`config.mk`:
```
export PLATFORM = sky130hd
export DESIGN_NAME = stable_priority_queue
export DESIGN_NICKNAME = d
export VERILOG_FILES = /design/src/design/stpq_pkg.sv /design/src/design/stpq_ctrl.sv /design/src/design/stpq_dpath.sv /design/src/design/stable_priority_queue.sv
export SDC_FILE = /design/constraint.sdc
export NUM_CORES = 1
export LEC_CHECK = 0
export BUFFER_PORTS_ARGS = -buffer_cell sky130_fd_sc_hd__buf_2
export CAP_MARGIN = 15
export CORE_MARGIN = 10
export CORE_UTILIZATION = 35
export DETAILED_ROUTE_END_ITERATION = 8
export HOLD_SLACK_MARGIN = 0.12
export PLACE_DENSITY = 0.59
export SETUP_SLACK_MARGIN = 0.1
export SLEW_MARGIN = 0
export SYNTH_ARGS = -nofsm -noshare
export SYNTH_HDL_FRONTEND = slang
export SYNTH_SLANG_ARGS = --single-unit
export TNS_END_PERCENT = 10
```
`constraint.sdc`:
```
create_clock -name i_clk -period 2.8 [get_ports i_clk]
set_input_delay 0.14 -clock i_clk [delete_from_list [all_inputs] [get_ports i_clk]]
set_output_delay 0.14 -clock i_clk [all_outputs]
set_load 0.02 [all_outputs]
```
`src/design/stpq_pkg.sv`:
```
`timescale 1ns / 1ps
// ----------------------------------------------------------------------------
// stpq_pkg
// shared types and constants for the stable sorted priority queue
// ----------------------------------------------------------------------------
package stpq_pkg;

    localparam int DEPTH_DEF = 16;
    localparam int PRIO_BITS = 3;
    localparam int TAG_BITS  = 16;
    localparam int OCC_BITS  = 5;
    localparam int STAT_BITS = 2;

    // operation codes
    localparam logic FUNC_INSERT = 1'b0;
    localparam logic FUNC_REMOVE = 1'b1;

    // status codes
    localparam logic [STAT_BITS-1:0] ST_OK    = 2'd0;
    localparam logic [STAT_BITS-1:0] ST_EMPTY = 2'd1;
    localparam logic [STAT_BITS-1:0] ST_FULL  = 2'd2;

    typedef struct packed {
        logic                 func;
        logic [PRIO_BITS-1:0] priority_req;
        logic [TAG_BITS-1:0]  tag;
    } t_request;

    typedef struct packed {
        logic                 removed_valid;
        logic [PRIO_BITS-1:0] removed_priority;
        logic [TAG_BITS-1:0]  removed_tag;
        logic [STAT_BITS-1:0] status;
        logic [OCC_BITS-1:0]  occupancy;
    } t_result;

    // controller to datapath commands
    typedef struct packed {
        logic ins;
        logic rem;
        logic capture;
    } t_dp_cmd;

endpackage

```
`src/design/stpq_ctrl.sv`:
```
`timescale 1ns / 1ps
// ----------------------------------------------------------------------------
// stpq_ctrl
// occupancy tracking, full and empty decisions, result strobe and status
// ----------------------------------------------------------------------------
module stpq_ctrl #(
    parameter int DEPTH = stpq_pkg::DEPTH_DEF,
    parameter int CNT_W = $clog2(DEPTH + 1)
) (
    input  logic                            i_clk,
    input  logic                            i_rst_n,
    input  logic                            i_accept,
    input  logic                            i_func,
    output stpq_pkg::t_dp_cmd               o_cmd,
    output logic [CNT_W-1:0]                o_count,
    output logic                            o_busy,
    output logic                            o_done,
    output logic                            o_removed_valid,
    output logic [stpq_pkg::STAT_BITS-1:0]  o_status,
    output logic [stpq_pkg::OCC_BITS-1:0]   o_occupancy
);

    localparam logic [CNT_W-1:0] FULL_CNT = CNT_W'(DEPTH);

    logic [CNT_W-1:0]               r_count, n_count;
    logic                           r_init;
    logic                           r_done;
    logic                           r_rvalid;
    logic [stpq_pkg::STAT_BITS-1:0] r_status, n_status;
    logic                           is_full, is_empty;

    assign is_full  = (r_count == FULL_CNT);
    assign is_empty = (r_count == '0);

    always_comb begin
        o_cmd         = '0;
        n_count       = r_count;
        n_status      = stpq_pkg::ST_OK;
        o_cmd.capture = i_accept;
        if (i_accept) begin
            unique case (i_func)
                stpq_pkg::FUNC_INSERT: begin
                    if (is_full) begin
                        n_status = stpq_pkg::ST_FULL;
                    end else begin
                        o_cmd.ins = 1'b1;
                        n_count   = r_count + CNT_W'(1);
                    end
                end
                stpq_pkg::FUNC_REMOVE: begin
                    if (is_empty) begin
                        n_status = stpq_pkg::ST_EMPTY;
                    end else begin
                        o_cmd.rem = 1'b1;
                        n_count   = r_count - CNT_W'(1);
                    end
                end
                default: n_status = stpq_pkg::ST_OK;
            endcase
        end
    end

    always_ff @(posedge i_clk) begin
        if (!i_rst_n) begin
            r_count  <= '0;
            r_init   <= 1'b1;
            r_done   <= 1'b0;
            r_rvalid <= 1'b0;
            r_status <= stpq_pkg::ST_OK;
        end else begin
            r_init   <= 1'b0;
            r_count  <= n_count;
            r_done   <= i_accept;
            r_rvalid <= o_cmd.rem;
            r_status <= n_status;
        end
    end

    // result occupancy reflects the count after the item
    generate
        if (CNT_W >= stpq_pkg::OCC_BITS) begin : g_occ_trunc
            assign o_occupancy = r_count[stpq_pkg::OCC_BITS-1:0];
        end else begin : g_occ_ext
            assign o_occupancy = {{(stpq_pkg::OCC_BITS-CNT_W){1'b0}}, r_count};
        end
    endgenerate

    assign o_count         = r_count;
    assign o_busy          = r_init;
    assign o_done          = r_done;
    assign o_removed_valid = r_rvalid;
    assign o_status        = r_status;

endmodule

```
`src/design/stpq_dpath.sv`:
```
`timescale 1ns / 1ps
// ----------------------------------------------------------------------------
// stpq_dpath
// sorted cell chain holding priority and tag, plus the removed word register
// ----------------------------------------------------------------------------
module stpq_dpath #(
    parameter int DEPTH = stpq_pkg::DEPTH_DEF,
    parameter int CNT_W = $clog2(DEPTH + 1)
) (
    input  logic                            i_clk,
    input  stpq_pkg::t_dp_cmd               i_cmd,
    input  logic [CNT_W-1:0]                i_count,
    input  logic [stpq_pkg::PRIO_BITS-1:0]  i_prio,
    input  logic [stpq_pkg::TAG_BITS-1:0]   i_tag,
    output logic [stpq_pkg::PRIO_BITS-1:0]  o_removed_priority,
    output logic [stpq_pkg::TAG_BITS-1:0]   o_removed_tag
);

    logic [stpq_pkg::PRIO_BITS-1:0] r_prio [DEPTH];
    logic [stpq_pkg::TAG_BITS-1:0]  r_tag  [DEPTH];
    logic [stpq_pkg::PRIO_BITS-1:0] r_rm_prio;
    logic [stpq_pkg::TAG_BITS-1:0]  r_rm_tag;
    logic [DEPTH-1:0]               behind; // cell sits at or behind the insert point

    genvar gi;
    generate
        for (gi = 0; gi < DEPTH; gi++) begin : g_cell
            logic is_new;
            // empty cells and less urgent cells lie behind the new entry
            assign behind[gi] = (CNT_W'(gi) >= i_count) || (r_prio[gi] > i_prio);

            if (gi == 0) begin : g_head
                assign is_new = behind[0];
            end else begin : g_body
                assign is_new = behind[gi] && !behind[gi-1];
            end

            always_ff @(posedge i_clk) begin
                if (i_cmd.ins) begin
                    if (is_new) begin
                        r_prio[gi] <= i_prio;
                        r_tag[gi]  <= i_tag;
                    end else if (behind[gi]) begin
                        if (gi > 0) begin
                            r_prio[gi] <= r_prio[(gi > 0) ? gi-1 : 0];
                            r_tag[gi]  <= r_tag[(gi > 0) ? gi-1 : 0];
                        end
                    end
                end else if (i_cmd.rem) begin
                    if (gi < DEPTH-1) begin
                        r_prio[gi] <= r_prio[(gi < DEPTH-1) ? gi+1 : gi];
                        r_tag[gi]  <= r_tag[(gi < DEPTH-1) ? gi+1 : gi];
                    end
                end
            end
        end
    endgenerate

    // removed word: head cell on a real remove, zero on any other accepted word
    always_ff @(posedge i_clk) begin
        if (i_cmd.capture) begin
            if (i_cmd.rem) begin
                r_rm_prio <= r_prio[0];
                r_rm_tag  <= r_tag[0];
            end else begin
                r_rm_prio <= '0;
                r_rm_tag  <= '0;
            end
        end
    end

    assign o_removed_priority = r_rm_prio;
    assign o_removed_tag      = r_rm_tag;

endmodule

```
`src/design/stable_priority_queue.sv`:
```
`timescale 1ns / 1ps
// ----------------------------------------------------------------------------
// stable_priority_queue
// bounded priority queue kept sorted in a chain of cells, stable on ties
// ----------------------------------------------------------------------------
// A word is taken on any clock edge where start is high and busy is low; busy
// is set by reset and clears once reset is released, so a word can then be
// issued every cycle. Each word gives exactly one result word, shown on
// o_result for one cycle with o_done high, in the cycle after the word is
// taken; there is no backpressure, so the receiver must capture it in that
// cycle. Throughput is one word per cycle once busy is low: every cell of the
// chain compares its priority against the new entry in parallel and shifts
// or loads at once, and a remove shifts the whole chain forward the same way.
// Lower priority values are served first, and entries of equal priority leave
// in arrival order. A remove on an empty queue reports status empty, an insert
// into a full queue is dropped with status full; both leave the queue as is.
// ----------------------------------------------------------------------------
module stable_priority_queue #(
    parameter int DEPTH = stpq_pkg::DEPTH_DEF
) (
    input  logic               i_clk,
    input  logic               i_rst_n,
    input  logic               start,
    output logic               busy,
    input  stpq_pkg::t_request i_cmd,
    output logic               o_done,
    output stpq_pkg::t_result  o_result
);

    localparam int CNT_W = $clog2(DEPTH + 1);

    stpq_pkg::t_dp_cmd              dp_cmd;
    logic [CNT_W-1:0]               count;
    logic                           accept;
    logic                           rm_valid;
    logic [stpq_pkg::STAT_BITS-1:0] status;
    logic [stpq_pkg::OCC_BITS-1:0]  occupancy;
    logic [stpq_pkg::PRIO_BITS-1:0] rm_prio;
    logic [stpq_pkg::TAG_BITS-1:0]  rm_tag;

    // word handshake
    assign accept = start && !busy;

    // controller: count, full and empty checks, strobe and status
    stpq_ctrl #(
        .DEPTH (DEPTH),
        .CNT_W (CNT_W)
    ) u_ctrl (
        .i_clk           (i_clk),
        .i_rst_n         (i_rst_n),
        .i_accept        (accept),
        .i_func          (i_cmd.func),
        .o_cmd           (dp_cmd),
        .o_count         (count),
        .o_busy          (busy),
        .o_done          (o_done),
        .o_removed_valid (rm_valid),
        .o_status        (status),
        .o_occupancy     (occupancy)
    );

    // datapath: sorted cell chain and removed word register
    stpq_dpath #(
        .DEPTH (DEPTH),
        .CNT_W (CNT_W)
    ) u_dpath (
        .i_clk              (i_clk),
        .i_cmd              (dp_cmd),
        .i_count            (count),
        .i_prio             (i_cmd.priority_req),
        .i_tag              (i_cmd.tag),
        .o_removed_priority (rm_prio),
        .o_removed_tag      (rm_tag)
    );

    // result word assembly
    always_comb begin
        o_result                  = '0;
        o_result.removed_valid    = rm_valid;
        o_result.removed_priority = rm_prio;
        o_result.removed_tag      = rm_tag;
        o_result.status           = status;
        o_result.occupancy        = occupancy;
    end

endmodule
```
* Word-level counts from Yosys, hierarchy flattened
Memory sizes are Yosys's and may differ from the RTL's. Cells that the tools add are included.
Storage, ports and cells: flip-flop bits (word level) 29, bits in writable memories 304, memories kept 2, bits of input ports 23, logic and storage cells 341, output and inout port bits 29
Memory list:
- u_dpath.r_tag | words 16, bits a word 16, rd ports 16, clocked after Yosys merged registers in 0, wr ports 16, line stpq_dpath.sv:20 | logic [stpq_pkg::TAG_BITS-1:0] r_tag [DEPTH];
- u_dpath.r_prio | words 16, bits a word 3, rd ports 16, clocked after Yosys merged registers in 0, wr ports 16, line stpq_dpath.sv:19 | logic [stpq_pkg::PRIO_BITS-1:0] r_prio [DEPTH];
Cells by class: multiplexer cells 183, bitwise logic cells 61, reduce and logical (&&, ||, !) cells 51, $add $sub $neg 2, $lt $le $gt $ge 32, equal/unequal tests 3
Operators by type and width (count):
- 16-bit 2-to-1 mux | 30
- 1-bit 2-to-1 mux | 117
- 3-bit 2-to-1 mux | 30
- 1-bit OR | 60
- 3-bit greater-than comparator | 16
- 4-bit by 5-bit greater-or-equal comparator with 1-bit output, first input constant | 8
- 3-bit by 5-bit greater-or-equal comparator with 1-bit output, first input constant | 4
- 1-bit logical AND | 16
- 1-bit zero test | 16
- 1-bit logical OR | 16
- 1-bit by 5-bit greater-or-equal comparator with 1-bit output, first input constant | 2
- 2-bit by 5-bit greater-or-equal comparator with 1-bit output, first input constant | 2
- 5-bit 2-to-1 mux | 2
- 5-bit case mux with 2 select lines | 1
- 5-bit by 1-bit adder with 5-bit output, second input constant | 1
- 5-bit equality test, second input constant | 1
- 5-bit zero test | 1
- 5-bit by 1-bit subtractor with 5-bit output, second input constant | 1
- 2-bit 2-to-1 mux | 2
- 2-bit != test, second input constant | 2
- 2-bit case mux with 2 select lines | 1
- 3-bit AND reduction | 1
- 2-bit AND reduction | 1
- 1-bit NOT | 1

* Logic depth before layout (Yosys ltp)
Gate-level depths: netlist of run 1. An unclocked memory read counts as a cell.
depth after elaboration 10, mapped depth 12

* Cells and area by module
Synthesis of run 1 repeated with hierarchy kept, for this count alone.
Unflattened totals: cell total of the unflattened synthesis 1612, area total of the unflattened synthesis 18570.3 sq um
By module, submodules not included:
- stpq_dpath | seq. area each 9699.3 sq um, times used 1, cells an instance 1552, area an instance 17981.0 sq um
- stpq_ctrl | seq. area each 200.2 sq um, times used 1, cells an instance 58, area an instance 568.0 sq um
- stable_priority_queue | seq. area each 0.0 sq um, times used 1, cells an instance 2, area an instance 21.3 sq um

* Worst setup path before layout of run 1
Ideal clock, no wire load.
path kind reg2reg, start reg u_ctrl.r_count[1], in the netlist u_ctrl.o_count[1], end mem u_dpath.r_prio[4][0] in the netlist's numbering, enable pin, setup time 421 ps, data required time 2379 ps, clock period less this slack 3298 ps, stages on the path, launching flop included 9, arrival 2877 ps, path slack -498 ps, cells stage by stage dfxtp_1 buf_2 inv_1 ha_1 nor3b_4 nand2_1 nand2_2 buf_6 o21ai_0
RTL lines:
- start, declared | line stpq_ctrl.sv:25 | logic [CNT_W-1:0] r_count, n_count;
- start signal, assigned | line stpq_ctrl.sv:72 | r_count <= n_count;
- end, declared | line stpq_dpath.sv:19

==> results of run 1 <==
## flip-flops by register name, summed over array words and instances (netlist names)
name / cells
u_ctrl.o_done: 1
u_ctrl.o_count: 5
u_dpath.o_removed_priority: 3
u_dpath.r_prio: 48
u_dpath.o_removed_tag: 16
u_ctrl.o_removed_valid: 1
u_dpath.r_tag: 256
u_ctrl.o_busy: 1
u_ctrl.o_status: 2
## cell families after synthesis
kind of cell    Yosys count  synth area share [%]
compound gates          411                  18.0
buf+inv                 141                  4.10
flops                   333                  58.2
xor+xnor                  3                 0.155
mux                      96                  5.79
simple gates            398                  9.79
fa+ha+maj                53                  3.90
## per-stage QoR
stage	worst slack (ps)	hold WS, ps
floorplan	1.83	275
global placement	187	383
detailed placement	189	394
CTS	233	124
global route	128	140
finish	237	135
## path summary, 6_finish.rpt
check                                 start                             end  slack, ps  cells after the start
min reg2reg   u_dpath.r_tag[1][1]$_DFFE_PP_   u_dpath.r_tag[0][1]$_DFFE_PP_        550                      2
max          u_dpath.r_prio[4][1]$_DFFE_PP_  u_dpath.r_tag[5][13]$_DFFE_PP_        240                      6
max reg2reg  u_dpath.r_prio[4][1]$_DFFE_PP_  u_dpath.r_tag[5][13]$_DFFE_PP_        240                      6
min                                   start        u_ctrl.o_done$_SDFF_PN0_        130                      3
## synth_stat cells, types with 2 or more instances
cell type,n
dfxtp_1,10
mux2_2,19
nand3_1,7
xnor2_1,2
buf_1,8
a21oi_1,85
inv_1,32
or3_1,4
a31oi_1,27
nor2_1,236
nor3b_1,2
nor3_1,6
edfxtp_1,323
and2_1,19
nand2_1,101
a221o_1,144
o21ai_0,69
clkbuf_1,26
mux2i_1,77
buf_2,59
o21a_1,8
nand2_2,2
a211oi_1,8
ha_1,53
o221ai_1,10
o21ai_1,14
buf_4,7
a211oi_2,3
a211o_1,5
buf_6,9
nor2b_1,10
a32oi_1,4
a22oi_1,21
## power by group through the flow
stage	sequential [mW]	clock (mW)	combinational (mW)
6_report	6.15	4.57	1.90
5_1_grt	6.17	4.82	2.07
4_1_cts	6.14	4.62	1.90
3_5_place_dp	6.24	0	1.86
3_3_place_gp	6.23	0	1.81
2_1_floorplan	6.18	0	1.15
## worst reg2reg max path, delay by kind of cell (launching register included)
kind / cells / cell delay, ps
buffers and inverters: 1 / 220
flip-flops: 1 / 460
adder cells (fa/ha/maj): 1 / 340
AO/OA/AOI/OAI: 4 / 1300
## area by class of cell
class | count | share of cell area, %
Sequential cell | 333 | 50.1
Multi-Input combinational cell | 961 | 33.3
Timing Repair Buffer | 144 | 6.59
Clock buffer | 45 | 4.84
Tap cell | 615 | 3.90
Clock inverter | 15 | 0.627
Inverter | 32 | 0.608
## metal layers
metal	up-vias	share of wire, %	global-route usage [%]
met5	-	0	0
met4	0	2.4	5.14
met3	82	7.8	2.94
met2	570	47	29.1
met1	6281	42	23.5
li1	5660	-	-
## timing repair
action | in CTS | in global routing
hold buffers | 18 | 0
hold endpoints to repair | 58 | 0
setup endpoints to repair | 0 | 1
gates resized for setup | 0 | 1
==> metrics.yaml, run 1 <==
drv_cap: 0
dominantRegCellSynth: "edfxtp_1"
drc: 0
dieArea_sq_um: 57800
cts_root_buf: "clkbuf_16"
dp_cells: 2067
fmax_mhz: 390
fin_util_pct: 41.3
firstDrtPassIters: 6
layout_commonest_cell: "edfxtp_1"
final-seq-area_sq_um: 9900
viasPerCell: 5.87
drive_above_1_share_pct: 14.6
clock-sinks: 333
internal_power_mw: 9.25
grt_pass1_wl_microns: 77800
setup_viol: 0
ys_seq_area_share_pct: 58.2
peakVddDrop_v: 0.000382
synth-seq-cells: 333
seq_power_share_pct: 48.7
status: "complete, no violations"
ant_nets: 0
die_w_microns: 240
place_congestion: 0.806
antennaDiodeCount: 0
first_iter_violations: 1469
period_share_pct: 91.5
die_y_microns: 240
crit_type: "reg2reg"
hold_viol_final: 0
fin_skew_ps: 14.0
cp.required_ps: 3080
critPathSlowestCell: "a22oi_1"
p_sw_mw: 3.36
cts_made_buffers: 36
slew-limit-headroom_pct: 56.0
hold_class: "in2reg"
wire_per_inst_microns: 24.1
cts_max_level: 2
tns_ps: 0
cp_top_family: "compound AO/OA/AOI/OAI gates"
pwr_density_cell_nw_per_um2: 638
syn_nets: 1511
critPathLaunchType: "flop"
cpPeakStageDelay_ps: 530
synth_top_area_share_pct: 57.0
min_period_ps: 2560
groute.usage.overall_pct: 17.7
clk_path_buf_depth: 3
fin_nets: 1584
power_frac_clock_pct: 36.2
num_rows: 80
ios: 52
path_max_fanout: 32
core_area_sq_um: 47800
vias: 12600
antenna_found_initial: 0
synthArstFlopShare_pct: 0
initial_utilization_pct: 35.5
postSynthCellCount: 1435
path_buf_inv: 1
port_buffers: 51
avgSynthCellArea_sq_um: 11.8
crit_path_end_kind: "flop"
stdcell_area_sq_um: 19800
synth_edf_count: 323
fin_cells: 2145
place_hpwl_microns: 32800
rsz0062_at_grt: "no"
grt_max_degree: 64
slew_violations: 0
swShare_pct: 26.6
place_area_sq_um: 18500
p_leak_nw: 7.26
multi_input_area_sq_um: 6580
syn_to_final_growth_pct: 16.2
wl_microns: 51800
cts_setup_buffers: 0
yosys-top-cells-area: "edfxtp_1 (57%), a221o_1 (8.5%), nor2_1 (5.2%)"
synth_area_sq_um: 17000
clk_pin_slew_ps: 60
clkLatencyLatePin_ps: 530
nFillCells: 4464
final_cell_mix: "edfxtp_1 (323), nor2_1 (234), a221o_1 (144)"
grt_pass1_vias: 12100
finalPower_mw: 12.6
worstMarginPinSlew_ps: 660
yosysTopAreaCell: "edfxtp_1"
worstPathArrival_ps: 2840
grt_overflow_total: 0
path_cells: "ha_1 -> a211o_1 -> a22oi_1 -> a211oi_4 -> buf_12 -> a221o_1"
synthDistinctLibCells: 58
comb_power_share_pct: 15.1
cts_tree: "built"
yosysWarnings: 0
(Power assumes the default switching activity.)
==> inputs of run 2 (changes only) <==
--- a/config.mk
+++ b/config.mk
@@ -7,8 +7,10 @@
 export LEC_CHECK = 0
 export BUFFER_PORTS_ARGS = -buffer_cell sky130_fd_sc_hd__buf_2
 export CAP_MARGIN = 15
+export CORE_ASPECT_RATIO = 1.1
 export CORE_MARGIN = 10
 export CORE_UTILIZATION = 35
+export CTS_BUF_LIST = sky130_fd_sc_hd__clkbuf_2
 export DETAILED_ROUTE_END_ITERATION = 8
 export HOLD_SLACK_MARGIN = 0.12
 export PLACE_DENSITY = 0.59
==> run 2 against run 1 <==
Setup slack lost 60 ps. Largest cell class unchanged. Critical path type unchanged. Sequential power is essentially flat. Final cell count grew 6.5%. Power shrank 10%. Flip-flop and latch count is the same. Clock skew grew 58 ps. Maximum frequency shrank 2.3%. Largest power group unchanged.
==> metrics.yaml, run 2 (same netlist as run 1, synthesis figures left out) <==
crit_path_end_kind: "flop"
hold_viol_final: 0
clk_pin_slew_ps: 120
wire_per_inst_microns: 23.6
initial_utilization_pct: 35.5
setup_slack_ps: 177
ant_nets: 0
regMostFlops: "u_dpath.r_tag"
fin_nets: 1658
min_period_ps: 2620
status: "complete, no violations"
antenna_found_initial: 1
vias: 13100
port_buffers: 51
grt_pass1_wl_microns: 80500
num_rows: 84
hold_ws_ps: 192
groute.usage.overall_pct: 18.1
setup_viol: 0
syn_to_final_growth_pct: 16.3
peakVddDrop_v: 0.000241
ios: 52
layout_commonest_cell: "edfxtp_1"
first_iter_violations: 1394
final_cell_mix: "edfxtp_1 (323), nor2_1 (234), a221o_1 (144)"
drv_cap: 0
endpoint: "u_dpath.r_tag[7][6]$_DFFE_PP_"
grt_pass1_vias: 12900
period_share_pct: 93.7
largest_reg_flops: 256
clk_path_buf_depth: 3
cp.required_ps: 3630
slew_violations: 0
drive_above_1_share_pct: 19.0
cts_tree: "built"
p_leak_nw: 7.42
crit_type: "reg2reg"
drc: 0
core_area_sq_um: 47900
viasPerCell: 5.75
dieArea_sq_um: 57800
die_y_microns: 251
grt_max_degree: 76
cts_made_buffers: 82
timing.rr.start: "u_ctrl.o_count[1]$_SDFFE_PN0P_"
crit-reg2reg-capture: "u_dpath.r_tag[7][6]$_DFFE_PP_"
wl_microns: 53800
pwr_density_cell_nw_per_um2: 573
rsz0062_at_grt: "yes"
fin_skew_ps: 72.1
crit_start: "u_ctrl.o_count[1]$_SDFFE_PN0P_"
path_max_fanout: 28
fmax_mhz: 381
clkLatencyLatePin_ps: 990
finalPower_mw: 11.3
critPathLaunchType: "flop"
firstDrtPassIters: 5
place_congestion: 0.800
die_w_microns: 230
place_hpwl_microns: 32500
hold_class: "in2reg"
grt_overflow_total: 0
slew-limit-headroom_pct: 51.2
ff2ff_path_depth: 9
clock-sinks: 333
worstPathArrival_ps: 3450
r2r_slack_ps: 180
nFillCells: 4602
tns_ps: 0
place_worst_setup_slack_ps: 130
worstMarginPinSlew_ps: 732
cts_root_buf: "clkbuf_2"
cts_max_level: 3
[run 2: worst min path at each step]
stage / from / depth (start not counted) / end / slack, ps
floorplan: i_rst_n / 1 / u_ctrl.o_busy$_DFF_P_ / 280
global placement: i_rst_n / 2 / u_ctrl.o_done$_SDFF_PN0_ / 400
detailed placement: i_rst_n / 2 / u_ctrl.o_done$_SDFF_PN0_ / 390
CTS: i_cmd[11] / 4 / u_dpath.r_tag[3][11]$_DFFE_PP_ / 120
global route: i_cmd[3] / 4 / u_dpath.r_tag[13][3]$_DFFE_PP_ / 160
finish: i_cmd[3] / 4 / u_dpath.r_tag[9][3]$_DFFE_PP_ / 190
[run 2: cell type report]
type                    instances  area (sq um)  area share, %
diodes                          1          2.50         0.0127
clock buffers                 108           541           2.73
clock inverters                33           161          0.816
inverters                      32           120          0.607
multi-input cells             961          6620           33.5
flip-flops and latches        333          9900           50.0
well taps                     645           807           4.08
repair buffers                172          1630           8.25
[run 2: metrics by stage]
step | utilization (%) | area, sq um | instances
2_1_floorplan | - | 17000 | 1435
3_3_place_gp | 38.8 | 18600 | 2099
6_report | 41.3 | 19800 | 2285
3_5_place_dp | 38.8 | 18600 | 2099
4_1_cts | 41.1 | 19700 | 2279
5_1_grt | 41.3 | 19800 | 2285
[run 2: repair_timing]
item | in CTS | in global routing
endpoints found under the setup margin | 0 | 111
hold buffers | 39 | 0
endpoints found under the hold margin | 381 | 0
setup buffers | 0 | 4
gates resized for setup | 0 | 8
[run 2: critical path: stages (launching register included)]
cell and delay [ps]:
dfxtp_1 370, inv_1 160, ha_1 200, or3b_1 420, o211ai_4 250, buf_12 250, buf_12 200, nand2_1 260
nor2_1 180, a221o_1 140
[run 2: report_power, final]
part	internal, mW	switching (mW)
sequential	5.93	0.205
combinational	0.760	1.22
clock	1.15	2.07
total	7.84	3.49
[run 2: metal layers]
metal	GRT usage [%]	vias to the layer above	share of wire [%]
met1	23.4	6558	41
li1	-	5876	-
met2	29.6	616	48
met3	3.50	94	8.1
met5	0	-	0
met4	6.64	0	2.6
==> inputs of run 3 (changes only) <==
--- a/config.mk
+++ b/config.mk
@@ -13,7 +13,7 @@
 export CTS_BUF_LIST = sky130_fd_sc_hd__clkbuf_2
 export DETAILED_ROUTE_END_ITERATION = 8
 export HOLD_SLACK_MARGIN = 0.12
-export PLACE_DENSITY = 0.59
+export PLACE_DENSITY = 0.57
 export SETUP_SLACK_MARGIN = 0.1
 export SLEW_MARGIN = 0
 export SYNTH_ARGS = -nofsm -noshare
==> constraint.sdc (replaced) <==
create_clock -name i_clk -period 3.3 [get_ports i_clk]
set_input_delay 0.165 -clock i_clk [delete_from_list [all_inputs] [get_ports i_clk]]
set_output_delay 0.165 -clock i_clk [all_outputs]
set_load 0.02 [all_outputs]
==> run 3 against run 2 <==
Flip-flop and latch count is the same. Largest cell class unchanged. Routed wire length shrank 0.97%. Worst hold slack gained 11 ps. Critical path depth is the same. Largest power group unchanged. Sequential power shrank 15%. Final cell count grew 0.22%. Power shrank 14%. Non-clock buffer count shrank 7.
==> metrics.yaml, run 3 (same netlist as run 1, synthesis figures left out) <==
fmax_mhz: 366
met1_usage_pct: 23.8
largest_reg_flops: 256
num_rows: 84
first_iter_violations: 1255
crit_type: "reg2reg"
min_period_ps: 2730
wl_microns: 53300
finalPower_mw: 9.76
firstDrtPassIters: 7
nFillCells: 4679
rsz0062_at_grt: "no"
pwr_density_cell_nw_per_um2: 495
clock-sinks: 333
fin_nets: 1654
place_congestion: 0.807
tns_ps: 0
viasPerCell: 5.64
p_sw_mw: 2.98
clk_pin_slew_ps: 110
slew_violations: 0
cts_root_buf: "clkbuf_2"
fin_util_pct: 41.1
dieArea_sq_um: 57800
setup_viol: 0
clk_path_buf_depth: 3
drv_cap: 0
final-seq-area_sq_um: 9900
grt_pass1_wl_microns: 80400
peakVddDrop_v: 0.000189
comb_power_share_pct: 16.8
clkLatencyLatePin_ps: 1020
hold_class: "in2reg"
grt_pass1_vias: 12700
cp.required_ps: 4030
antenna_found_initial: 1
status: "complete, no violations"
p_leak_nw: 7.43
cts_max_level: 3
critPathLaunchType: "flop"
fin_cells: 2290
die_w_microns: 230
drive_above_1_share_pct: 19.2
cts_tree: "built"
period_share_pct: 82.8
die_y_microns: 251
initial_utilization_pct: 35.5
slew-limit-headroom_pct: 23.8
place_hpwl_microns: 31700
grt-busiest-layer: "met2"
path_max_fanout: 16
worstMarginPinSlew_ps: 1140
ios: 52
grt_overflow_total: 0
swShare_pct: 30.5
cts_resized: 0
wire_per_inst_microns: 23.3
gr-usage-met3_pct: 3.00
internal_power_mw: 6.78
worstPathArrival_ps: 3460
vias: 12900
final_cell_mix: "edfxtp_1 (323), nor2_1 (234), a221o_1 (144)"
groute.usage.overall_pct: 18.1
regMostFlops: "u_dpath.r_tag"
cts_made_buffers: 85
layout_commonest_cell: "edfxtp_1"
hold_viol_final: 0
seq_power_share_pct: 53.3
fin_skew_ps: 64.2
port_buffers: 51
dp_cells: 2095
core_area_sq_um: 47900
grt_max_degree: 87
power_frac_clock_pct: 29.9
drc: 0
use_met2_pct: 29.4
crit_path_end_kind: "flop"
multi_input_area_sq_um: 6580
ant_nets: 0
syn_to_final_growth_pct: 16.0
-- run 3: area by class of cell --
cell class,instances,area share [%]
Antenna cell,1,0.0127
Clock buffer,129,3.27
Clock inverter,24,0.647
Inverter,32,0.609
Multi-Input combinational cell,961,33.4
Sequential cell,333,50.2
Tap cell,645,4.09
Timing Repair Buffer,165,7.80
-- run 3: path summary, 6_finish.rpt --
| kind | to | startpoint | depth (start not counted) | slack [ps] |
|---|---|---|---|---|
| setup / recovery | u_dpath.r_tag[4][3]$_DFFE_PP_ | u_ctrl.o_count[1]$_SDFFE_PN0P_ | 9 | 570 |
| hold / removal | u_dpath.r_tag[3][5]$_DFFE_PP_ | i_cmd[5] | 4 | 200 |
| setup reg to reg | u_dpath.r_tag[4][3]$_DFFE_PP_ | u_ctrl.o_count[1]$_SDFFE_PN0P_ | 9 | 570 |
| hold reg to reg | u_dpath.o_removed_tag[2]$_SDFFCE_PN0P_ | u_dpath.r_tag[0][2]$_DFFE_PP_ | 1 | 550 |
-- run 3: layer usage --
layer,wire length (microns),vias to the layer above
li1,-,5870
met5,0,-
met2,25300,550
met1,22700,6411
met3,3890,83
met4,1410,0
-- run 3: critical path, cell delays in order, from the launching register on --
cell and delay (ps):
dfxtp_1 320, inv_1 160, ha_1 240, nor3b_4 340, nand2_1 110, nand2_2 480
buf_4 240, a211oi_4 40, buf_4 230, a221o_1 330
-- run 3: timing repair --
item                       in CTS  in global routing
setup buffers                   0                  0
hold endpoints to repair      347                  0
hold buffers                   41                  0
setup endpoints to repair       0                  0
-- run 3: through the flow --
stage                     instance area, sq um  setup WS, ps  hold slack [ps]
after floorplan                          17000          1.80              300
after global placement                   18500           500              407
after detailed placement                 18500           472              414
after CTS                                19700           563              125
after global routing                     19700           447              186
final                                    19700           567              203
-- run 3: power groups by stage --
| stage | Sequential, mW | Clock [mW] | Combinational (mW) |
|---|---|---|---|
| 6_report | 5.20 | 2.92 | 1.64 |
| 5_1_grt | 5.23 | 3.21 | 1.78 |
| 2_1_floorplan | 5.24 | 0 | 0.974 |
| 4_1_cts | 5.19 | 2.99 | 1.64 |
| 3_3_place_gp | 5.29 | 0 | 1.55 |
| 3_5_place_dp | 5.29 | 0 | 1.59 |
